`src/rtl/csfd_pkg.sv`:
```
// Shared types, frame identifiers, read indexes and helper functions for the
// CAN signal frame decoder. No dependencies; every other source file depends on this.
package csfd_pkg;

  localparam int EVENT_DEPTH_DEF = 8;

  localparam int ID_W    = 29;
  localparam int LEN_W   = 4;
  localparam int PL_W    = 64;
  localparam int IDX_W   = 6;
  localparam int VAL_W   = 25;
  localparam int CODE_W  = 4;
  localparam int ENTRY_W = CODE_W + 1;
  localparam int DIST_W  = 7;
  localparam int ZONES   = 8;

  typedef enum logic [1:0] {
    REQ_FRAME   = 2'd0,
    REQ_READ    = 2'd1,
    REQ_DEQUEUE = 2'd2,
    REQ_UNUSED  = 2'd3
  } req_t;

  localparam logic [ID_W-1:0] ID_STEER   = ID_W'(32'h080);
  localparam logic [ID_W-1:0] ID_ODO     = ID_W'(32'h072);
  localparam logic [ID_W-1:0] ID_BUTTON  = ID_W'(32'h1A9);
  localparam logic [ID_W-1:0] ID_SPEED   = ID_W'(32'h217);
  localparam logic [ID_W-1:0] ID_BATT    = ID_W'(32'h230);
  localparam logic [ID_W-1:0] ID_GEAR    = ID_W'(32'h165);
  localparam logic [ID_W-1:0] ID_CLIMATE = ID_W'(32'h3B5);
  localparam logic [ID_W-1:0] ID_COOLANT = ID_W'(32'h420);
  localparam logic [ID_W-1:0] ID_LIGHTS  = ID_W'(32'h4B0);
  localparam logic [ID_W-1:0] ID_BODY    = ID_W'(32'h540);
  localparam logic [ID_W-1:0] ID_PARK    = ID_W'(32'h5C0);

  localparam int ZONE_STEP = 14;
  localparam logic [DIST_W-1:0] DIST_CLEAR = DIST_W'(99);
  localparam logic [7:0] COOLANT_OFS = 8'd40;
  localparam logic [7:0] COOLANT_TOP = 8'd167;
  localparam logic [7:0] COOLANT_MAX = 8'd127;
  localparam logic [6:0] VOLT_SCALE  = 7'd100;

  // Read index map
  localparam logic [IDX_W-1:0] SIG_SPEED      = 6'd0;
  localparam logic [IDX_W-1:0] SIG_RPM        = 6'd1;
  localparam logic [IDX_W-1:0] SIG_COOLANT    = 6'd2;
  localparam logic [IDX_W-1:0] SIG_VOLTAGE    = 6'd3;
  localparam logic [IDX_W-1:0] SIG_ODOMETER   = 6'd4;
  localparam logic [IDX_W-1:0] SIG_GEAR       = 6'd5;
  localparam logic [IDX_W-1:0] SIG_PARK_BRAKE = 6'd6;
  localparam logic [IDX_W-1:0] SIG_DOOR_FL    = 6'd7;
  localparam logic [IDX_W-1:0] SIG_DOOR_FR    = 6'd8;
  localparam logic [IDX_W-1:0] SIG_DOOR_RL    = 6'd9;
  localparam logic [IDX_W-1:0] SIG_DOOR_RR    = 6'd10;
  localparam logic [IDX_W-1:0] SIG_TAILGATE   = 6'd11;
  localparam logic [IDX_W-1:0] SIG_BONNET     = 6'd12;
  localparam logic [IDX_W-1:0] SIG_NEAR_LIGHT = 6'd13;
  localparam logic [IDX_W-1:0] SIG_AC         = 6'd14;
  localparam logic [IDX_W-1:0] SIG_FAN        = 6'd15;
  localparam logic [IDX_W-1:0] SIG_SET_DRV    = 6'd16;
  localparam logic [IDX_W-1:0] SIG_SET_PAS    = 6'd17;
  localparam logic [IDX_W-1:0] SIG_RECIRC     = 6'd18;
  localparam logic [IDX_W-1:0] SIG_VENT_WS    = 6'd19;
  localparam logic [IDX_W-1:0] SIG_VENT_MID   = 6'd20;
  localparam logic [IDX_W-1:0] SIG_VENT_FLOOR = 6'd21;
  localparam logic [IDX_W-1:0] SIG_DUAL_ZONE  = 6'd22;
  localparam logic [IDX_W-1:0] SIG_STEERING   = 6'd23;
  localparam logic [IDX_W-1:0] SIG_PARK_ON    = 6'd24;
  localparam logic [IDX_W-1:0] SIG_PARK_D0    = 6'd25;
  localparam logic [IDX_W-1:0] SIG_PARK_D7    = 6'd32;

  typedef struct packed {
    logic            we;
    logic [ID_W-1:0] can_id;
    logic [LEN_W-1:0] len;
    logic [PL_W-1:0] payload;
  } frame_t;

  typedef struct packed {
    logic              valid;
    logic [CODE_W-1:0] code;
    logic              pressed;
  } push_t;

  // Zone to distance: clear for zone 0, otherwise (6 - min(z,6)) steps
  function automatic logic [DIST_W-1:0] zone_dist(input logic [7:0] z);
    logic [DIST_W-1:0] d;
    if (z == 8'd0) begin
      d = DIST_CLEAR;
    end else if (z >= 8'd6) begin
      d = '0;
    end else begin
      d = DIST_W'((3'd6 - z[2:0]) * ZONE_STEP);
    end
    return d;
  endfunction

  // One-hot bit position plus one, zero for anything not one-hot
  function automatic logic [CODE_W-1:0] button_code(input logic [7:0] b);
    logic [CODE_W-1:0] c;
    c = '0;
    for (int k = 0; k < 8; k++) begin
      if (b == 8'(1 << k)) c = CODE_W'(k + 1);
    end
    return c;
  endfunction

endpackage

```
`src/rtl/csfd_if.sv`:
```
// Valid/ready channel interfaces for the request and result beats.
// Depends on csfd_pkg for field widths.
interface csfd_in_if;
  logic                          valid;
  logic                          ready;
  logic [1:0]                    req_type;
  logic [csfd_pkg::ID_W-1:0]     can_id;
  logic [csfd_pkg::LEN_W-1:0]    frame_length;
  logic [csfd_pkg::PL_W-1:0]     payload;
  logic [csfd_pkg::IDX_W-1:0]    signal_index;

  modport source (output valid, req_type, can_id, frame_length, payload, signal_index,
                  input ready);
  modport sink   (input valid, req_type, can_id, frame_length, payload, signal_index,
                  output ready);
endinterface

interface csfd_out_if;
  logic                              valid;
  logic                              ready;
  logic signed [csfd_pkg::VAL_W-1:0] read_value;
  logic                              event_valid;
  logic [csfd_pkg::CODE_W-1:0]       button_code;
  logic                              button_pressed;

  modport source (output valid, read_value, event_valid, button_code, button_pressed,
                  input ready);
  modport sink   (input valid, read_value, event_valid, button_code, button_pressed,
                  output ready);
endinterface

```
`src/rtl/can_signal_frame_decoder_top.sv`:
```
// CAN signal frame decoder, top level. A read or dequeue result beat
// is registered through two stages, stage one and the output register,
// before it is offered. Frames take effect on the cycle after acceptance.
// Throughput: one request per cycle while results are taken; a stalled
// result holds the input once both result stages are full. Reset (rst_n
// low, synchronous) clears all signals, pointers and the fill count and
// holds the input off; the event memory is not cleared and needs no sweep.
module can_signal_frame_decoder_top #(
  parameter int EVENT_DEPTH = csfd_pkg::EVENT_DEPTH_DEF
) (
  input  logic       clk,
  input  logic       rst_n,
  csfd_in_if.sink    in_bus,
  csfd_out_if.source out_bus
);
  import csfd_pkg::*;

  logic accept;
  logic s1_adv;
  logic is_frame, is_read, is_deq;

  logic               s1_valid_r, s1_valid_nxt;
  logic               s1_deq_r;
  logic [VAL_W-1:0]   s1_value_r;

  logic               out_valid_r, out_valid_nxt;
  logic [VAL_W-1:0]   out_value_r;
  logic               out_ev_r;
  logic [CODE_W-1:0]  out_code_r;
  logic               out_pr_r;

  frame_t             frame;
  push_t              push;
  logic [7:0]         btn_b0;
  logic [CODE_W-1:0]  btn_code;
  logic signed [VAL_W-1:0] sig_value;
  logic               ev_hit;
  logic [ENTRY_W-1:0] ev_entry;

  assign s1_adv       = s1_valid_r && (!out_valid_r || out_bus.ready);
  assign in_bus.ready = rst_n && (!s1_valid_r || s1_adv);
  assign accept       = in_bus.valid && in_bus.ready;

  assign is_frame = (in_bus.req_type == REQ_FRAME);
  assign is_read  = (in_bus.req_type == REQ_READ);
  assign is_deq   = (in_bus.req_type == REQ_DEQUEUE);

  assign frame.we      = accept && is_frame;
  assign frame.can_id  = in_bus.can_id;
  assign frame.len     = in_bus.frame_length;
  assign frame.payload = in_bus.payload;

  assign btn_b0       = in_bus.payload[7:0];
  assign btn_code     = button_code(btn_b0);
  assign push.valid   = frame.we && (in_bus.can_id == ID_BUTTON) &&
                        (in_bus.frame_length >= LEN_W'(2)) && (btn_code != '0);
  assign push.code    = btn_code;
  assign push.pressed = in_bus.payload[8];

  csfd_sig_bank u_sig_bank (
    .clk          (clk),
    .rst_n        (rst_n),
    .frame        (frame),
    .signal_index (in_bus.signal_index),
    .read_value   (sig_value)
  );

  csfd_evq #(
    .EVENT_DEPTH (EVENT_DEPTH)
  ) u_evq (
    .clk     (clk),
    .rst_n   (rst_n),
    .push    (push),
    .pop     (accept && is_deq),
    .hit_r   (ev_hit),
    .entry_r (ev_entry)
  );

  always_comb begin
    s1_valid_nxt = s1_valid_r;
    if (accept) begin
      s1_valid_nxt = is_read || is_deq;
    end else if (s1_adv) begin
      s1_valid_nxt = 1'b0;
    end
    out_valid_nxt = out_valid_r;
    if (s1_adv) begin
      out_valid_nxt = 1'b1;
    end else if (out_bus.ready) begin
      out_valid_nxt = 1'b0;
    end
  end

  always_ff @(posedge clk) begin
    if (!rst_n) begin
      s1_valid_r  <= 1'b0;
      out_valid_r <= 1'b0;
    end else begin
      s1_valid_r  <= s1_valid_nxt;
      out_valid_r <= out_valid_nxt;
    end
  end

  // Stage one holds the read value; dequeue data comes from the memory port
  always_ff @(posedge clk) begin
    if (accept) begin
      s1_deq_r   <= is_deq;
      s1_value_r <= is_read ? sig_value : '0;
    end
    if (s1_adv) begin
      out_value_r <= s1_value_r;
      out_ev_r    <= s1_deq_r && ev_hit;
      out_code_r  <= (s1_deq_r && ev_hit) ? ev_entry[CODE_W-1:0] : '0;
      out_pr_r    <= (s1_deq_r && ev_hit) ? ev_entry[CODE_W] : 1'b0;
    end
  end

  assign out_bus.valid          = out_valid_r;
  assign out_bus.read_value     = out_value_r;
  assign out_bus.event_valid    = out_ev_r;
  assign out_bus.button_code    = out_code_r;
  assign out_bus.button_pressed = out_pr_r;

endmodule

```
`src/rtl/csfd_sig_bank.sv`:
```
// Decoded signal registers: frame decode, register update and read mux.
// Depends on csfd_pkg.
module csfd_sig_bank (
  input  logic                              clk,
  input  logic                              rst_n,
  input  csfd_pkg::frame_t                  frame,
  input  logic [csfd_pkg::IDX_W-1:0]        signal_index,
  output logic signed [csfd_pkg::VAL_W-1:0] read_value
);
  import csfd_pkg::*;

  logic [15:0] speed_r, speed_nxt;
  logic [13:0] rpm_r, rpm_nxt;
  logic [7:0]  coolant_r, coolant_nxt;
  logic [15:0] voltage_r, voltage_nxt;
  logic [23:0] odometer_r, odometer_nxt;
  logic [1:0]  gear_r, gear_nxt;
  logic [7:0]  body_r, body_nxt;
  logic [5:0]  climate_r, climate_nxt;
  logic [2:0]  fan_r, fan_nxt;
  logic [7:0]  set_drv_r, set_drv_nxt;
  logic [7:0]  set_pas_r, set_pas_nxt;
  logic [15:0] steer_r, steer_nxt;
  logic        park_on_r, park_on_nxt;
  logic [DIST_W-1:0] dist_r   [ZONES];
  logic [DIST_W-1:0] dist_nxt [ZONES];

  logic [7:0]       b [ZONES];
  logic [LEN_W-1:0] len_eff;
  logic [22:0]      volt_prod;

  always_comb begin
    for (int i = 0; i < ZONES; i++) b[i] = frame.payload[8*i +: 8];
    len_eff   = (frame.len > LEN_W'(8)) ? LEN_W'(8) : frame.len;
    volt_prod = {b[0], b[1]} * VOLT_SCALE;
  end

  always_comb begin
    speed_nxt    = speed_r;
    rpm_nxt      = rpm_r;
    coolant_nxt  = coolant_r;
    voltage_nxt  = voltage_r;
    odometer_nxt = odometer_r;
    gear_nxt     = gear_r;
    body_nxt     = body_r;
    climate_nxt  = climate_r;
    fan_nxt      = fan_r;
    set_drv_nxt  = set_drv_r;
    set_pas_nxt  = set_pas_r;
    steer_nxt    = steer_r;
    park_on_nxt  = park_on_r;
    for (int i = 0; i < ZONES; i++) dist_nxt[i] = dist_r[i];

    if (frame.we) begin
      case (frame.can_id)
        ID_SPEED: begin
          if (len_eff >= LEN_W'(4)) begin
            speed_nxt = {b[0], b[1]};
            rpm_nxt   = {b[2], b[3][7:2]};
          end
        end
        ID_COOLANT: begin
          if (len_eff >= LEN_W'(1)) begin
            coolant_nxt = (b[0] >= COOLANT_TOP) ? COOLANT_MAX : b[0] - COOLANT_OFS;
          end
        end
        ID_BATT: begin
          if (len_eff >= LEN_W'(2)) voltage_nxt = volt_prod[15:0];
        end
        ID_ODO: begin
          if (len_eff >= LEN_W'(4)) odometer_nxt = {b[1], b[2], b[3]};
        end
        ID_BODY: begin
          if (len_eff >= LEN_W'(1)) body_nxt = {body_r[7], b[0][6:0]};
        end
        ID_LIGHTS: begin
          if (len_eff >= LEN_W'(1)) body_nxt = {b[0][0], body_r[6:0]};
        end
        ID_GEAR: begin
          if (len_eff >= LEN_W'(1)) gear_nxt = (b[0][7:2] == 6'd0) ? b[0][1:0] : 2'd0;
        end
        ID_CLIMATE: begin
          if (len_eff >= LEN_W'(4)) begin
            climate_nxt[2:0] = b[0][2:0];
            fan_nxt          = b[1][3:1];
            set_drv_nxt      = b[2];
            set_pas_nxt      = b[3];
            if (len_eff >= LEN_W'(5)) climate_nxt[5:3] = b[4][2:0];
          end
        end
        ID_STEER: begin
          if (len_eff >= LEN_W'(2)) steer_nxt = {b[0], b[1]};
        end
        ID_PARK: begin
          if (len_eff >= LEN_W'(1)) begin
            park_on_nxt = b[0][0];
            // the last zone would need a ninth byte: always clear
            for (int i = 0; i < ZONES - 1; i++) begin
              dist_nxt[i] = (LEN_W'(i + 1) < len_eff) ? zone_dist(b[i+1]) : DIST_CLEAR;
            end
            dist_nxt[ZONES-1] = DIST_CLEAR;
          end
        end
        default: ;
      endcase
    end
  end

  always_ff @(posedge clk) begin
    if (!rst_n) begin
      speed_r    <= '0;
      rpm_r      <= '0;
      coolant_r  <= '0;
      voltage_r  <= '0;
      odometer_r <= '0;
      gear_r     <= '0;
      body_r     <= '0;
      climate_r  <= '0;
      fan_r      <= '0;
      set_drv_r  <= '0;
      set_pas_r  <= '0;
      steer_r    <= '0;
      park_on_r  <= 1'b0;
      for (int i = 0; i < ZONES; i++) dist_r[i] <= '0;
    end else begin
      speed_r    <= speed_nxt;
      rpm_r      <= rpm_nxt;
      coolant_r  <= coolant_nxt;
      voltage_r  <= voltage_nxt;
      odometer_r <= odometer_nxt;
      gear_r     <= gear_nxt;
      body_r     <= body_nxt;
      climate_r  <= climate_nxt;
      fan_r      <= fan_nxt;
      set_drv_r  <= set_drv_nxt;
      set_pas_r  <= set_pas_nxt;
      steer_r    <= steer_nxt;
      park_on_r  <= park_on_nxt;
      for (int i = 0; i < ZONES; i++) dist_r[i] <= dist_nxt[i];
    end
  end

  logic [IDX_W-1:0] dist_off;

  always_comb begin
    dist_off   = signal_index - SIG_PARK_D0;
    read_value = '0;
    case (signal_index)
      SIG_SPEED:      read_value = VAL_W'(speed_r);
      SIG_RPM:        read_value = VAL_W'(rpm_r);
      SIG_COOLANT:    read_value = {{(VAL_W-8){coolant_r[7]}}, coolant_r};
      SIG_VOLTAGE:    read_value = VAL_W'(voltage_r);
      SIG_ODOMETER:   read_value = VAL_W'(odometer_r);
      SIG_GEAR:       read_value = VAL_W'(gear_r);
      SIG_PARK_BRAKE: read_value = VAL_W'(body_r[6]);
      SIG_DOOR_FL:    read_value = VAL_W'(body_r[0]);
      SIG_DOOR_FR:    read_value = VAL_W'(body_r[1]);
      SIG_DOOR_RL:    read_value = VAL_W'(body_r[2]);
      SIG_DOOR_RR:    read_value = VAL_W'(body_r[3]);
      SIG_TAILGATE:   read_value = VAL_W'(body_r[4]);
      SIG_BONNET:     read_value = VAL_W'(body_r[5]);
      SIG_NEAR_LIGHT: read_value = VAL_W'(body_r[7]);
      SIG_AC:         read_value = VAL_W'(climate_r[0]);
      SIG_FAN:        read_value = VAL_W'(fan_r);
      SIG_SET_DRV:    read_value = VAL_W'(set_drv_r);
      SIG_SET_PAS:    read_value = VAL_W'(set_pas_r);
      SIG_RECIRC:     read_value = VAL_W'(climate_r[1]);
      SIG_VENT_WS:    read_value = VAL_W'(climate_r[3]);
      SIG_VENT_MID:   read_value = VAL_W'(climate_r[4]);
      SIG_VENT_FLOOR: read_value = VAL_W'(climate_r[5]);
      SIG_DUAL_ZONE:  read_value = VAL_W'(climate_r[2]);
      SIG_STEERING:   read_value = {{(VAL_W-16){steer_r[15]}}, steer_r};
      SIG_PARK_ON:    read_value = VAL_W'(park_on_r);
      default: begin
        if (signal_index >= SIG_PARK_D0 && signal_index <= SIG_PARK_D7) begin
          read_value = VAL_W'(dist_r[dist_off[2:0]]);
        end
      end
    endcase
  end

endmodule

```
`src/rtl/csfd_evq.sv`:
```
// Button event queue: synchronous event memory with registered read data,
// drop-oldest pointers and fill count. Depends on csfd_pkg.
module csfd_evq #(
  parameter int EVENT_DEPTH = csfd_pkg::EVENT_DEPTH_DEF
) (
  input  logic                           clk,
  input  logic                           rst_n,
  input  csfd_pkg::push_t                push,
  input  logic                           pop,
  output logic                           hit_r,
  output logic [csfd_pkg::ENTRY_W-1:0]   entry_r
);
  import csfd_pkg::*;

  localparam int PW = (EVENT_DEPTH > 1) ? $clog2(EVENT_DEPTH) : 1;
  localparam int CW = $clog2(EVENT_DEPTH + 1);
  localparam logic [PW-1:0] PTR_LAST = PW'(EVENT_DEPTH - 1);
  localparam logic [CW-1:0] CNT_FULL = CW'(EVENT_DEPTH);

  logic [ENTRY_W-1:0] mem [EVENT_DEPTH];

  logic [PW-1:0] wr_ptr_r, wr_ptr_nxt;
  logic [PW-1:0] rd_ptr_r, rd_ptr_nxt;
  logic [CW-1:0] count_r, count_nxt;
  logic          empty;

  function automatic logic [PW-1:0] ptr_inc(input logic [PW-1:0] p);
    return (p == PTR_LAST) ? '0 : p + PW'(1);
  endfunction

  assign empty = (count_r == '0);

  always_comb begin
    wr_ptr_nxt = wr_ptr_r;
    rd_ptr_nxt = rd_ptr_r;
    count_nxt  = count_r;
    if (push.valid) begin
      wr_ptr_nxt = ptr_inc(wr_ptr_r);
      // full: drop the oldest beat, count stays
      if (count_r == CNT_FULL) begin
        rd_ptr_nxt = ptr_inc(rd_ptr_r);
      end else begin
        count_nxt = count_r + CW'(1);
      end
    end else if (pop && !empty) begin
      rd_ptr_nxt = ptr_inc(rd_ptr_r);
      count_nxt  = count_r - CW'(1);
    end
  end

  always_ff @(posedge clk) begin
    if (!rst_n) begin
      wr_ptr_r <= '0;
      rd_ptr_r <= '0;
      count_r  <= '0;
      hit_r    <= 1'b0;
    end else begin
      wr_ptr_r <= wr_ptr_nxt;
      rd_ptr_r <= rd_ptr_nxt;
      count_r  <= count_nxt;
      if (pop) hit_r <= !empty;
    end
  end

  // Push and pop never share a cycle, so no forwarding is needed
  always_ff @(posedge clk) begin
    if (push.valid) mem[wr_ptr_r] <= {push.pressed, push.code};
    if (pop) entry_r <= mem[rd_ptr_r];
  end

endmodule

```
`src/flat_wrapper.sv`:
```
// flat-port wrapper written by rule: the top's interface ports become plain ports
module can_signal_frame_decoder_top_flat import csfd_pkg::*;
#(
  parameter int EVENT_DEPTH = csfd_pkg::EVENT_DEPTH_DEF
)
  (clk, rst_n, in_bus_valid, in_bus_req_type, in_bus_can_id, in_bus_frame_length, in_bus_payload, in_bus_signal_index, in_bus_ready, out_bus_valid, out_bus_read_value, out_bus_event_valid, out_bus_button_code, out_bus_button_pressed, out_bus_ready);
  csfd_in_if in_bus_i ();
  csfd_out_if out_bus_i ();
  input  logic clk;
  input  logic rst_n;
  input wire logic [$bits(in_bus_i.valid)-1:0] in_bus_valid;
  input wire logic [$bits(in_bus_i.req_type)-1:0] in_bus_req_type;
  input wire logic [$bits(in_bus_i.can_id)-1:0] in_bus_can_id;
  input wire logic [$bits(in_bus_i.frame_length)-1:0] in_bus_frame_length;
  input wire logic [$bits(in_bus_i.payload)-1:0] in_bus_payload;
  input wire logic [$bits(in_bus_i.signal_index)-1:0] in_bus_signal_index;
  output wire logic [$bits(in_bus_i.ready)-1:0] in_bus_ready;
  output wire logic [$bits(out_bus_i.valid)-1:0] out_bus_valid;
  output wire logic [$bits(out_bus_i.read_value)-1:0] out_bus_read_value;
  output wire logic [$bits(out_bus_i.event_valid)-1:0] out_bus_event_valid;
  output wire logic [$bits(out_bus_i.button_code)-1:0] out_bus_button_code;
  output wire logic [$bits(out_bus_i.button_pressed)-1:0] out_bus_button_pressed;
  input wire logic [$bits(out_bus_i.ready)-1:0] out_bus_ready;
  assign in_bus_i.valid = in_bus_valid;
  assign in_bus_i.req_type = in_bus_req_type;
  assign in_bus_i.can_id = in_bus_can_id;
  assign in_bus_i.frame_length = in_bus_frame_length;
  assign in_bus_i.payload = in_bus_payload;
  assign in_bus_i.signal_index = in_bus_signal_index;
  assign in_bus_ready = in_bus_i.ready;
  assign out_bus_valid = out_bus_i.valid;
  assign out_bus_read_value = out_bus_i.read_value;
  assign out_bus_event_valid = out_bus_i.event_valid;
  assign out_bus_button_code = out_bus_i.button_code;
  assign out_bus_button_pressed = out_bus_i.button_pressed;
  assign out_bus_i.ready = out_bus_ready;
  can_signal_frame_decoder_top #(.EVENT_DEPTH(EVENT_DEPTH)) u_core (.clk(clk), .rst_n(rst_n), .in_bus(in_bus_i), .out_bus(out_bus_i));
endmodule
```
`config.mk`:
```
export PLATFORM = sky130hd
export DESIGN_NAME = can_signal_frame_decoder_top_flat
export DESIGN_NICKNAME = d
export VERILOG_FILES = /design/src/rtl/csfd_pkg.sv /design/src/rtl/csfd_if.sv /design/src/rtl/can_signal_frame_decoder_top.sv /design/src/rtl/csfd_sig_bank.sv /design/src/rtl/csfd_evq.sv /design/src/flat_wrapper.sv
export SDC_FILE = /design/constraint.sdc
export NUM_CORES = 1
export LEC_CHECK = 0
export ABC_CLOCK_PERIOD_IN_PS = 7700
export BUFFER_PORTS_ARGS = -buffer_cell sky130_fd_sc_hd__buf_2
export CAP_MARGIN = 20
export CORE_ASPECT_RATIO = 0.5
export CORE_MARGIN = 2
export CORE_UTILIZATION = 45
export CTS_CLUSTER_SIZE = 10
export DETAILED_ROUTE_END_ITERATION = 8
export PLACE_DENSITY_LB_ADDON = 0.15
export SETUP_SLACK_MARGIN = 0.02
export SYNTH_ARGS = -nofsm -noshare
export SYNTH_HDL_FRONTEND = slang
export SYNTH_SLANG_ARGS = --single-unit
```
`constraint.sdc`:
```
create_clock -name clk -period 7.7 [get_ports clk]
set_input_delay 0.77 -clock clk [delete_from_list [all_inputs] [get_ports clk]]
set_output_delay 0.77 -clock clk [all_outputs]
set_load 0.05 [all_outputs]
```
Word-level counts from Yosys, hierarchy flattened
Memories as Yosys holds them, arrays and structs flattened. A register that Yosys moved wholly into a read port is not among the register bits.
Cells that the tools add are included.
{"block": "totals", "n_memories": 2, "ramBits": 96, "register_bits": 198, "in_bits": 109, "wordCells": 246, "output_inout_bits": 33}
{"name": "u_core.u_sig_bank.dist_r", "words": 8, "width": 7, "read_ports": 1, "rd_ports_with_merged_regs": 0, "wr": 8, "line_no": "csfd_sig_bank.sv:25", "source": "logic [DIST_W-1:0] dist_r [ZONES];"}
{"name": "u_core.u_evq.mem", "words": 8, "width": 5, "read_ports": 1, "rd_ports_with_merged_regs": 1, "wr": 1, "line_no": "csfd_evq.sv:20", "source": "logic [ENTRY_W-1:0] mem [EVENT_DEPTH];"}
{"block": "op_classes", "n_bitwise": 10, "reduce_logical": 46, "n_addsub": 13, "multipliers": 8, "eq_ne": 53, "n_mux": 64, "n_lt_le_gt_ge": 23}
{"operator": "$pmux 25 s25", "n": 1}
{"operator": "$mul 32x3->6 const B", "n": 7}
{"operator": "$mux 7", "n": 31}
{"operator": "$mux 56", "n": 3}
{"operator": "$eq 29x11->1 const B", "n": 4}
{"operator": "$eq 29x10->1 const B", "n": 3}
{"operator": "$eq 29x9->1 const B", "n": 2}
{"operator": "$ge 8x3->1 const B", "n": 7}
{"operator": "$logic_not 8->1", "n": 7}
{"operator": "$eq 6x5->1 const B", "n": 9}
{"operator": "$eq 6x4->1 const B", "n": 8}
{"operator": "$eq 29x7->1 const B", "n": 1}
{"operator": "$eq 29x8->1 const B", "n": 1}
{"operator": "$sub 3x3->4 const A", "n": 7}
{"operator": "$mux 3", "n": 9}
{"operator": "$eq 6x3->1 const B", "n": 4}
{"operator": "$reduce_and 3->1", "n": 8}
{"operator": "$mux 4", "n": 5}
{"operator": "$lt 3x4->1 const A", "n": 4}
{"operator": "$mul 16x5->14 const B", "n": 1}
{"operator": "$mux 8", "n": 2}
{"operator": "$pmux 8 s2", "n": 1}
{"operator": "$reduce_and 4->1", "n": 4}
{"operator": "$eq 6x2->1 const B", "n": 2}
{"operator": "other kinds (43)", "n": 86}

Longest topological paths before layout
{"block": "logic_depth", "ltp_word": 13, "ltp_mapped": 14}

Modules after synthesis
A second synthesis with hierarchy kept.
{"block": "hier_totals", "cells_unflattened": 1561, "hier_area_um2": 16054.1}
{"mod": "csfd_sig_bank", "instances": 1, "seq_area_each_um2": 4063.9, "area_per_inst_um2": 11318.4, "cells_each": 1264}
{"mod": "csfd_evq", "instances": 1, "seq_area_each_um2": 1571.5, "area_per_inst_um2": 2371.0, "cells_each": 145}
{"mod": "can_signal_frame_decoder_top", "instances": 1, "seq_area_each_um2": 1751.7, "area_per_inst_um2": 2364.8, "cells_each": 152}

Worst setup path before layout
No wires, ideal clock.
{"block": "synth_timing", "kind": "input-to-reg", "start": "input rst_n", "end": "memory u_core.u_sig_bank.dist_r[0][0], enable pin", "path_slack_ps": 3497, "t_arrival_ps": 3794, "path_stages": 8, "setup_ps": 409, "n_path_buf": 3, "cell_sequence": "clkbuf_1 > nand3_1 > inv_1 > nand4_1 > or3_1 > clkbuf_1 > clkbuf_1 > nand2_1"}
{"item": "start: declaration", "line_no": "flat_wrapper.sv:10", "source": "input logic rst_n;"}
{"item": "end: declaration", "line_no": "csfd_sig_bank.sv:25"}

Worst setup path after layout
{"block": "layout_timing", "start": "input in_bus_payload[0]", "end": "register u_core.u_evq.count_r[3]"}
{"block": "layout_between", "elab_chain_len": 13, "word_cells_on_any_way": 22, "cone_classes": "eq/ne: 9; mux: 9; reduce/logical: 4"}
{"item": "start: declaration", "line_no": "flat_wrapper.sv:15", "source": "input wire logic [$bits(in_bus_i.payload)-1:0] in_bus_payload;"}
{"item": "$eq 8x1->1", "line_no": "csfd_pkg.sv:103", "source": "if (b == 8'(1 << k)) c = CODE_W'(k + 1);"}
{"item": "$mux 1", "line_no": "csfd_pkg.sv:103"}
{"item": "$mux 2 (2 in a row)", "line_no": "csfd_pkg.sv:103"}
{"item": "$mux 3 (4 in a row)", "line_no": "csfd_pkg.sv:103"}
{"item": "$mux 4 *", "line_no": "csfd_pkg.sv:103"}
{"item": "net u_core.btn_code[0]", "line_no": "can_signal_frame_decoder_top.sv:35", "source": "logic [CODE_W-1:0] btn_code;"}
{"item": "$reduce_bool 4->1 *", "line_no": "can_signal_frame_decoder_top.sv:56", "source": "(in_bus.frame_length >= LEN_W'(2)) && (btn_code != '0);"}
{"item": "$logic_and 1x1->1 *", "line_no": "can_signal_frame_decoder_top.sv:56"}
{"item": "$ne 2x2->1 (no line) / $reduce_bool 2->1 (equally long branches)"}
{"item": "$reduce_and 2->1 (no line)"}
{"item": "end signal: assignment", "line_no": "csfd_evq.sv:60", "source": "count_r <= count_nxt;"}
{"item": "end: declaration", "line_no": "csfd_evq.sv:24", "source": "logic [CW-1:0] count_r, count_nxt;"}
Mark *: on every way through the listed nets, which the timed path passes. The rest lies on a longest branch.
A chain may end at the register's enable or synchronous reset.

==> flow_metrics.env <==
export IMPL_multiInputGateArea_mm2=0.007486
export IMPL_synth_area_leaders="sky130_fd_sc_hd__edfxtp_1 (29%), sky130_fd_sc_hd__dfxtp_1 (18%), sky130_fd_sc_hd__ha_1 (7.6%), sky130_fd_sc_hd__nand2_1 (5.2%), sky130_fd_sc_hd__mux2i_1 (4.6%)"
export IMPL_synthXorXnorAreaFrac=0.02746
export IMPL_core_region_area_mm2=0.03435
export IMPL_vdd_ir_drop_max_mv=0.1241
export IMPL_cellPowerDensity_mw_per_mm2=209.4
export IMPL_dominant_combinational_cell_family_by_area_after_synthesis="simple AND/OR/NAND/NOR gates"
export IMPL_insertion_delay_ns=0.53
export IMPL_synthMuxAreaShare=0.08287
export IMPL_layout_min_cycle_time_ns=3.664
export IMPL_seq_area_mm2=0.007387
export IMPL_fp_dieArea_mm2=0.03632
export IMPL_number_of_slew_limit_violations_in_the_final_report=0
export IMPL_cts_tree="yes"
export IMPL_tightest_slew_ns=1.066
export IMPL_worst_setup_hold_path_clk_slew_ns=0.06
export IMPL_overall_via_count_from_detail_route=11937
export IMPL_status="complete, no violations"
export IMPL_synth_nets=1767
export IMPL_ys_top_cells_by_count="sky130_fd_sc_hd__nand2_1 (217), sky130_fd_sc_hd__edfxtp_1 (152), sky130_fd_sc_hd__dfxtp_1 (141)"
export IMPL_top_usage_layer="met2"
export IMPL_die_height_um=135.8
export IMPL_grt_pass1_wl_um=66340
export IMPL_ys_seq_elements=293
export IMPL_cts_htree_levels=2
export IMPL_die_w_um=267.5
export IMPL_routed_via_density=5.562
export IMPL_wirelength_um=43160
export IMPL_critical_path_required_ns=8.16
export IMPL_global_route_overflow_total=0
export IMPL_grt_met3_usage=0.05307
export IMPL_clock_sink_count=293
export IMPL_yosys_cell_types_count=71
export IMPL_worstPathArrival_ns=4.12
export IMPL_synth_yosys_seq_area_share=0.4727
export IMPL_grt_start_max_net_pins=75
export IMPL_clock_tree_buffer_depth=3
export IMPL_global_route_usage_total=0.2390
export IMPL_gp_congestion=0.8624
export IMPL_startpoint_type="input pin"
export IMPL_detailed_place_hpwl_um=30220
export IMPL_areaGrowthSynthToFinish_pct=13.75
export IMPL_whs_ns=0.4205
export IMPL_drt_wirelength_per_cell_um=20.11
export IMPL_num_fill_cells=3144
export IMPL_mappedNetlistArea_mm2=0.01563
export IMPL_cts_buffers=35
export IMPL_fin_nets=1872
export IMPL_ios=142
export IMPL_final_setup_viol_count=0
export IMPL_grtUsageMet2=0.3873
export IMPL_maxCapViolations=0
export IMPL_final_layout_size_suffix_gt1_frac=0.1442
export IMPL_max_slew_margin_rel=0.2855
export IMPL_post_cts_setup_buffer_count=0
export IMPL_fmaxAchievable_ghz=0.2730
export IMPL_io_buffers=141
export IMPL_drtIter0Drc=1209
export IMPL_report_power_total_uw=3723
export IMPL_clock_skew_ns=0.02077
export IMPL_synth_yosys_warnings=0
export IMPL_synth_async_reset_ratio=0
export IMPL_worst_setup_path_type="input pin to flip-flop"
export IMPL_cts_hold_buf=0
export IMPL_fraction_of_the_mapped_netlist_area_in_compound_gates=0.1119
export IMPL_count_of_final_hold_check_violations=0
export IMPL_yosys_area_share_adder=0.1055
export IMPL_synth_area_per_cell_um2=10.15
export IMPL_synth_edf_count=152
export IMPL_synth_flop_cell="sky130_fd_sc_hd__edfxtp_1"
export IMPL_antenna_left=0
export IMPL_synth_top_area_frac=0.2921
export IMPL_detailedRoute_firstPassIterationCount=6
export IMPL_number_of_antenna_violations_at_the_first_check_in_global_routing=0
export IMPL_use_met1=0.3212
export IMPL_share_of_synthesized_cell_area_in_and_or_nand_and_nor_gates=0.1497
export IMPL_static_leakage_power_uw=0.006976
export IMPL_postCtsResizedCells=0
export IMPL_utilization=0.5174
export IMPL_mapped_cells=1540
export IMPL_initial_core_util=0.4549
export IMPL_rows=48
export IMPL_number_of_global_route_vias_before_repair=11791
export IMPL_synth_top_cell_by_area="sky130_fd_sc_hd__edfxtp_1"
export IMPL_antenna_cells_inserted=0
export IMPL_cp_max_fo=11
export IMPL_synth_most_common_cell="sky130_fd_sc_hd__nand2_1"
export IMPL_critical_path_endpoint_type="flip-flop"
export IMPL_cts_root_buf="sky130_fd_sc_hd__clkbuf_16"
export IMPL_totalNegativeSetupSlack_ns=0
export IMPL_final_min_period_over_clock_period=0.4758
export IMPL_min_path_type="flip-flop to flip-flop"
export IMPL_unrepaired_setup_endpoints_after_global_routing="false"
export IMPL_drc=0
## worst max-delay path, stage by stage
cell and delay [ns]:
sky130_fd_sc_hd__buf_2 0.24, sky130_fd_sc_hd__inv_1 0.17, sky130_fd_sc_hd__ha_1 0.29, sky130_fd_sc_hd__nand2b_1 0.13, sky130_fd_sc_hd__or4b_2 0.14, sky130_fd_sc_hd__nand3_1 0.32
sky130_fd_sc_hd__o311ai_1 0.91, sky130_fd_sc_hd__ha_1 0.37, sky130_fd_sc_hd__a21o_1 0.18, sky130_fd_sc_hd__a21oi_1 0.18, sky130_fd_sc_hd__nor2_1 0.06, sky130_fd_sc_hd__mux2i_1 0.17
sky130_fd_sc_hd__mux2i_1 0.19
## area by class of cell
type | count | area share
inverters | 113 | 0.02393
repair buffers | 155 | 0.04632
clock buffers | 62 | 0.05849
clock inverters | 1 | 0.001126
multi-input cells | 1047 | 0.4211
well taps | 475 | 0.03343
flip-flops and latches | 293 | 0.4156
## layout by cell type (no fill, tap or decap), types with 10 or more instances in the layout
cell type,instances
sky130_fd_sc_hd__ha_1,95
sky130_fd_sc_hd__nand3_1,21
sky130_fd_sc_hd__nand2_1,216
sky130_fd_sc_hd__clkbuf_16,37
sky130_fd_sc_hd__nand2b_1,11
sky130_fd_sc_hd__inv_1,112
sky130_fd_sc_hd__a31oi_1,14
sky130_fd_sc_hd__xor2_1,13
sky130_fd_sc_hd__edfxtp_1,152
sky130_fd_sc_hd__nor3_1,23
sky130_fd_sc_hd__dfxtp_1,141
sky130_fd_sc_hd__buf_2,141
sky130_fd_sc_hd__clkbuf_1,23
sky130_fd_sc_hd__buf_4,11
sky130_fd_sc_hd__a22oi_1,35
sky130_fd_sc_hd__and3_1,17
sky130_fd_sc_hd__nor2_1,113
sky130_fd_sc_hd__mux4_2,21
sky130_fd_sc_hd__and2_1,14
sky130_fd_sc_hd__fa_1,23
sky130_fd_sc_hd__mux2i_1,72
sky130_fd_sc_hd__o21ai_0,32
sky130_fd_sc_hd__a21oi_1,125
sky130_fd_sc_hd__xnor2_1,36
sky130_fd_sc_hd__nor2b_1,13
sky130_fd_sc_hd__or4_1,10
## per-layer routing
| layer | vias to the layer above | wire length, um |
|---|---|---|
| li1 | 5648 | - |
| met1 | 5789 | 18870 |
| met2 | 414 | 20010 |
| met3 | 86 | 3120 |
| met4 | 0 | 1160 |
| met5 | - | 0 |
## power breakdown
part	internal (uW)	switching, uW	leakage [uW]
logic	190	302	0.00389
clock network	915	645	0.000507
registers	1660	8.17	0.00258
total	2770	955	0.00698
## cells by family (layout without fill, tap and decap cells)
group	Yosys count	after routing
AOI/OAI and AO/OA	280	280
xor gates and xnor gates	49	49
adders and majority gates	118	118
buffers and inverters	200	331
DFF	293	293
muxes	102	102
and+or+nand+nor	498	498
## metrics by stage
step	cell area [um2]	std cells	worst slack, ns
2_1_floorplan	15630	1540	3.497
3_3_place_gp	16680	2080	3.570
3_5_place_dp	16680	2080	3.487
4_1_cts	17740	2143	4.043
5_1_grt	17780	2146	3.751
6_report	17780	2146	4.036
## final timing paths
path	slack [ns]	endpoint	startpoint	cells past startpoint
max reg2reg	4.51	u_core.u_sig_bank.dist_r[0][2]$_SDFFCE_PP0P_	u_core.out_bus.valid$_SDFFE_PN0P_	8
min reg2reg	0.42	u_core.out_bus.read_value[8]$_DFFE_PP_	u_core.s1_value_r[8]$_SDFFCE_PP0P_	0
min	0.42	u_core.out_bus.read_value[8]$_DFFE_PP_	u_core.s1_value_r[8]$_SDFFCE_PP0P_	0
max	4.04	u_core.u_evq.count_r[3]$_SDFFE_PN0P_	in_bus_payload[0]	13
## sequential cells by signal (all words and copies together), names as in the netlist, 8 cells and up
register,flops
u_core.u_sig_bank.set_pas_r,8
u_core.u_sig_bank.rpm_r,14
u_core.u_sig_bank.body_r,8
u_core.u_sig_bank.coolant_r,8
u_core.u_sig_bank.odometer_r,24
u_core.u_sig_bank.dist_r,50
u_core.u_evq.mem,40
u_core.s1_value_r,25
u_core.u_sig_bank.steer_r,16
u_core.u_sig_bank.speed_r,16
u_core.u_sig_bank.voltage_r,14
u_core.u_sig_bank.set_drv_r,8
u_core.out_bus.read_value,25
No activity file was read; power rests on OpenSTA's default activity.
